`config.mk`:
```
export PLATFORM = sky130hd
export DESIGN_NAME = oaid_cell
export DESIGN_NICKNAME = d
export VERILOG_FILES = /design/src/sv/oaid_pkg.sv /design/src/sv/oaid_cell.sv
export SDC_FILE = /design/constraint.sdc
export NUM_CORES = 1
export LEC_CHECK = 0
export BUFFER_PORTS_ARGS = -buffer_cell sky130_fd_sc_hd__clkbuf_2
export CELL_PAD_IN_SITES_DETAIL_PLACEMENT = 1
export CELL_PAD_IN_SITES_GLOBAL_PLACEMENT = 2
export CORE_MARGIN = 2
export CORE_UTILIZATION = 21
export DETAILED_ROUTE_END_ITERATION = 16
export PLACE_DENSITY_LB_ADDON = 0.12
export SYNTH_ARGS = -nofsm -noshare
export SYNTH_HDL_FRONTEND = slang
export SYNTH_SLANG_ARGS = --single-unit
```
`constraint.sdc`:
```
create_clock -name clk -period 1.94 [get_ports clk]
set_clock_uncertainty 0.1 [all_clocks]
set_input_delay 0.097 -clock clk [delete_from_list [all_inputs] [get_ports clk]]
set_output_delay 0.097 -clock clk [all_outputs]
set_load 0.01 [all_outputs]
```
`src/sv/oaid_pkg.sv`:
```
// Shared types and constants for the ordered array insert/delete core.
// Holds the request/response structs, codes, cell control and FSM state.
`default_nettype none
package oaid_pkg;

  // Array depth, count width and read-tree grouping; field widths are fixed by the interface
  localparam int DEPTH   = 64;
  localparam int CNT_W   = 7;
  localparam int GROUP   = 8;
  localparam int NGROUP  = (DEPTH + GROUP - 1) / GROUP;

  typedef enum logic [2:0] {
    FN_APPEND = 3'd0,
    FN_POP    = 3'd1,
    FN_INSERT = 3'd2,
    FN_DELETE = 3'd3,
    FN_READ   = 3'd4
  } func_t;

  typedef enum logic [1:0] {
    STS_OK    = 2'd0,
    STS_FULL  = 2'd1,
    STS_EMPTY = 2'd2,
    STS_POS   = 2'd3
  } status_t;

  typedef enum logic [1:0] {
    ST_IDLE,
    ST_READ,
    ST_OUT
  } state_t;

  typedef struct packed {
    logic [2:0]         func;
    logic [6:0]         position;
    logic signed [31:0] value;
  } req_t;

  typedef struct packed {
    logic [1:0]         status;
    logic [6:0]         count;
    logic signed [31:0] read_value;
  } rsp_t;

  // Per-cell update command
  typedef struct packed {
    logic load_val;
    logic load_left;
    logic load_right;
  } cell_ctl_t;

endpackage
`default_nettype wire

```
`src/sv/oaid_cell.sv`:
```
// One storage cell of the element chain: holds one word and takes its
// left neighbor, right neighbor or the request value. Uses oaid_pkg.
`default_nettype none
module oaid_cell (
  input  wire logic               clk,
  input  wire oaid_pkg::cell_ctl_t ctl,
  input  wire logic signed [31:0] value,
  input  wire logic signed [31:0] left_data,
  input  wire logic signed [31:0] right_data,
  output logic signed [31:0]      data
);
  import oaid_pkg::*;

  // Update the stored word; hold it when no load is asked for
  always_ff @(posedge clk) begin
    if (ctl.load_val) begin
      data <= value;
    end else if (ctl.load_left) begin
      data <= left_data;
    end else if (ctl.load_right) begin
      data <= right_data;
    end
  end

endmodule
`default_nettype wire

```
==> impl_metrics.csv, run 1 <==
group,metric,value,unit
grt,grt_use_met3,5.238,%
drt,drc,0,
finish,layout-drive-gt1-share,48.45,%
outcome,status,"finished, final reports clean",
hold_path,hp-class,"in2reg",
finish,top_register,"data",
finish,nNetsFinal,391,
grt,grt_overflow_total,0,
sta,max_freq,994.5,MHz
grt,grt_pass1_vias,1652,
clocking,cts-htree-levels,2,
drt,num_vias,1627,
die,die_area,8696,sq um
sta,min_period_over_period,51.83,%
clocking,cts_setup_buffers,0,
clocking,clkSlewWorstSetupHoldPaths,0.07,ns
die,ios,132,
sta,setup_viol,0,
finish,fillers,925,
power,powerDensity,658.0,nW/um^2
yosys,synth_area,1673,sq um
finish,final_common_cell,"clkbuf_2",
placed_design,preCtsSetupSlack,0.5868,ns
sta,tns,0,ns
drt,ant_nets,0,
critical_path,crit_arrival,0.92,ns
hold_path,worstHoldEndpoint,"data[2]",
grt,grtUsageMet1,12.46,%
die,core-area,7727,sq um
die,start_util,21.65,%
finish,final_cell_mix,"clkbuf_2 (131), mux2i_1 (32), nand2_1 (32), edfxtp_1 (32), o21ai_1 (30)",
yosys,yosysTopAreaCellShare,57.44,%
grt,antenna_found_initial,0,
clocking,cts_tree,"built",
finish,syn_to_final_growth,58.94,%
flow_run,maxCapViolCount,0,
grt,gr-max-usage-layer,"met2",
clocking,hold_buffers,20,
die,die_width,93.25,um
placed_design,port-buffer-count,131,
yosys,synth_area_per_cell,11.95,sq um
die,rows,32,
finish,antenna_cells,0,
drt,drt_wl_total,5022,um
grt,grt_max_degree,65,
grt,grt_pass1_wl,7831,um
yosys,synth_top_area_cell,"edfxtp_1",
critical_path,max_stage_delay,0.37,ns
drt,drtIter0Drc,35,
placed_design,place_hpwl,3715,um
yosys,ys_ff_latch,32,
sta,rsz0062_at_grt,"false",
yosys,synth_area_leaders,"edfxtp_1 (57%), mux2i_1 (19%), o21ai_1 (9.0%), nand2_1 (7.2%), buf_12 (3.6%)",
sta,hold_viol,0,
finish,finalCoreUtilization,34.41,%
sta,layout_setup_ws,0.9345,ns
hold_path,hp-start,"value[2]",
critical_path,crit_path_end_kind,"flop",
finish,largest_reg_flops,32,
yosys,yosysWarnings,0,
hold_path,holdPathStages,3,
finish,largest_registers,"data x32",
critical_path,cp_slowest_cell,"buf_4",
sta,fin_crit,1.006,ns
sta,relSlewSlack,60.21,%
power,total_power,1750,uW
critical_path,worstPathMaxFanout,22,
sta,slew_violations,0,
drt,drtPass1Iterations,4,
clocking,cts_buffers,5,
clocking,cts_buffer_depth,2,
clocking,cts_resized,0,
drt,wire_per_inst,12.78,um
clocking,clock-root-buffer,"clkbuf_8",
placed_design,gp_congestion,0.6581,
power,p_leak,0.001331,uW
critical_path,required,1.85,ns
power,peakVddDrop,0.1886,mV
grt,grtUsageMet2,20.74,%
clocking,numClockSinks,32,
grt,grt_util_all_layers,11.78,%
critical_path,path_cells,"clkbuf_2, buf_4, mux2i_1, o21ai_1",
critical_path,worstSetupStartpointType,"input port",
critical_path,worstSetupPathType,"in2reg",
yosys,syn_inst,140,
sta,worstMarginPinSlew,0.5968,ns
critical_path,crit_family,"buffers and inverters",
critical_path,critPathBufInv,2,
die,die_height,93.25,um
drt,avgViaCountPerCell,4.140,
yosys,ys_seq_area_share,57.44,%
yosys,synthesis.nets,240,
yosys,ys_types,10,
stage by stage:
stage          cell area [sq um]  hold slack, ns  std cells
2_1_floorplan               1673          0.1882        140
3_3_place_gp                2381          0.2815        366
3_5_place_dp                2381          0.2888        366
4_1_cts                     2659       0.0003761        393
5_1_grt                     2659         0.01585        393
6_report                    2659        0.009333        393
layout make-up:
cell class              instances  area, sq um  share of cell area, %
flip-flops and latches         32        960.9                  36.14
multi-input cells              97        606.8                  22.82
well taps                     102        127.6                  4.800
clock inverters                 1        5.005                 0.1882
repair buffers                155        885.9                  33.32
clock buffers                   6        72.57                  2.729
Yosys cell counts (all sizes together):
| master | n |
|---|---|
| edfxtp | 32 |
| mux2i | 32 |
| nand2 | 32 |
| o21ai | 32 |
| buf | 10 |
| clkbuf | 1 |
| or3 | 1 |
routing by layer:
layer | up-vias | share of wire (%)
li1 | 808 | -
met1 | 742 | 40
met2 | 72 | 49
met3 | 5 | 9.8
met4 | 0 | 1.2
met5 | - | 0
cell families after synthesis:
| family | share of synthesized area, % |
|---|---|
| buf+inv | 6.283 |
| simple gates | 7.555 |
| compound gates | 9.573 |
| flops | 57.44 |
| mux | 19.15 |
worst max-delay path by stage:
stage / startpoint / to / slack, ns / cells past startpoint
after floorplan: ctl[1] / data[0] / 0.43 / 2
after global placement: ctl[1] / data[18] / 0.59 / 4
after detailed placement: ctl[1] / data[18] / 0.59 / 4
after CTS: ctl[1] / data[18] / 0.91 / 4
after global routing: ctl[1] / data[18] / 0.85 / 4
final: ctl[1] / data[18] / 0.93 / 4
where the power goes:
| part | switching (uW) | leakage, uW | internal, uW |
|---|---|---|---|
| combinational | 186 | 0.000952 | 203 |
| sequential | 18.9 | 0.000338 | 852 |
| clock | 245 | 0.0000410 | 244 |
No activity file was read; power rests on OpenSTA's default activity.
==> run 2, diff against run 1 <==
- CORE_UTILIZATION: 21 -> 19
- clock period: 1.94 -> 0.9 ns (I/O delays scaled with it)
==> impl_metrics.csv, run 2 (synthesized netlist as in run 1, its figures left out) <==
group,metric,value,unit
placed_design,placed_cell_area,2459,sq um
finish,layout-drive-gt1-share,47.32,%
sta,rsz0062_at_grt,"true",
clocking,clock-root-buffer,"clkbuf_8",
grt,grt_pass1_wl,8383,um
clocking,clkSlewWorstSetupHoldPaths,0.07,ns
clocking,cts_tree,"built",
critical_path,worstPathMaxFanout,1,
sta,hold_ws,0.005870,ns
grt,grt_pass1_vias,1827,
placed_design,place_hpwl,3947,um
sta,layout_setup_ws,-0.05129,ns
drt,drtIter0Drc,35,
clocking,cts_buffers,5,
grt,grt_max_degree,39,
sta,worstMarginPinSlew,0.3848,ns
finish,final_cell_mix,"clkbuf_2 (122), mux2i_1 (32), edfxtp_1 (32), nand2_1 (30), o21ai_1 (30)",
grt,grt_overflow_total,0,
grt,antenna_found_initial,0,
sta,slew_violations,0,
critical_path,cp_slowest_cell,"edfxtp_1",
sta,fin_crit,0.9513,ns
sta,relSlewSlack,74.35,%
sta,min_period_over_period,105.7,%
clocking,numClockSinks,32,
sta,max_freq,1051,MHz
outcome,status,"finished, violations left",
die,core-area,8636,sq um
die,start_util,19.37,%
sta,hold_viol,0,
finish,nNetsFinal,397,
die,die_area,9571,sq um
critical_path,required,0.75,ns
finish,syn_to_final_growth,72.10,%
power,peakVddDrop,0.4976,mV
sta,setup_viol,32,
critical_path,worstSetupStartpointType,"flop",
hold_path,hp-class,"in2reg",
critical_path,max_stage_delay,0.38,ns
die,die_height,97.83,um
critical_path,path_depth,1,
grt,grt_util_all_layers,10.83,%
finish,largest_registers,"data x32",
placed_design,gp_congestion,0.6738,
critical_path,path_cells,"clkbuf_2",
power,powerDensity,1434,nW/um^2
power,p_leak,0.001468,uW
finish,antenna_cells,0,
drt,ant_nets,0,
drt,drc,0,
finish,largest_reg_flops,32,
drt,drtPass1Iterations,4,
critical_path,critPathBufInv,1,
critical_path,crit_family,"flip-flops",
outcome,violations,"setup timing",
die,rows,34,
placed_design,dp_cells,374,
finish,fin_area,2879,sq um
finish,layout.cells.non_filler,406,
placed_design,port-buffer-count,131,
drt,wire_per_inst,12.64,um
flow_run,maxCapViolCount,0,
critical_path,crit_path_end_kind,"output pin",
die,die_width,97.83,um
finish,final_common_cell,"clkbuf_2",
drt,drt_wl_total,5132,um
critical_path,crit_arrival,0.81,ns
finish,top_register,"data",
hold_path,holdPathStages,3,
critical_path,worstSetupPathType,"reg2out",
clocking,cts_buffer_depth,2,
clocking,cts-htree-levels,2,
die,ios,132,
drt,avgViaCountPerCell,4.000,
drt,num_vias,1624,
## run 2: layout make-up
class | count | area (sq um)
sequential | 32 | 960.9
fill | 1025 | 5757
tap | 108 | 135.1
multi-input combinational | 97 | 624.3
clock buffer | 6 | 72.57
timing repair buffer | 161 | 1051
clock inverter | 2 | 35.03
## run 2: worst paths after layout
check                           from        to  slack (ns)
worst max-delay path        data[23]  data[23]       -0.05
worst min-delay path  right_data[28]  data[28]       0.006
## run 2: what timing repair did
item,4_1_cts,5_1_grt
hold endpoints to repair,32,0
cloned,0,0
setup buffers,0,0
gates resized for setup,0,15
setup endpoints to repair,32,47
hold buffers,32,0
## run 2: routing by layer
| metal | global-route usage [%] | wire length [um] | vias to the layer above |
|---|---|---|---|
| met4 | 2.244 | 33 | 0 |
| met3 | 4.796 | 493 | 4 |
| met1 | 12.76 | 2194 | 724 |
| met5 | 0 | 0 | - |
| met2 | 18.34 | 2411 | 74 |
| li1 | - | - | 822 |
## run 2: power by group
group          total [uW]  switching, uW  leakage, uW  internal, uW
logic                 922            425      0.00107           497
clock network        1330            506    0.0000552           821
registers            1880           42.7     0.000338          1840
total                4130            974      0.00147          3150
## run 2: worst min-delay path, stage by stage
cell      delay, ns
clkbuf_2       0.07
mux2i_1        0.05
o21ai_1        0.10
## run 2: per-stage QoR
| step | setup slack, ns | TNS, ns | util (%) | power, uW |
|---|---|---|---|---|
| after floorplan | -0.1653 | -5.290 | - | 2304 |
| after global placement | -0.2278 | -10.50 | 28.47 | 2751 |
| after detailed placement | -0.2189 | -11.11 | 28.47 | 2751 |
| after CTS | -0.08416 | -1.289 | 33.43 | 4218 |
| after global routing | -0.09643 | -1.953 | 33.34 | 4358 |
| final | -0.05129 | -0.5993 | 33.34 | 4128 |
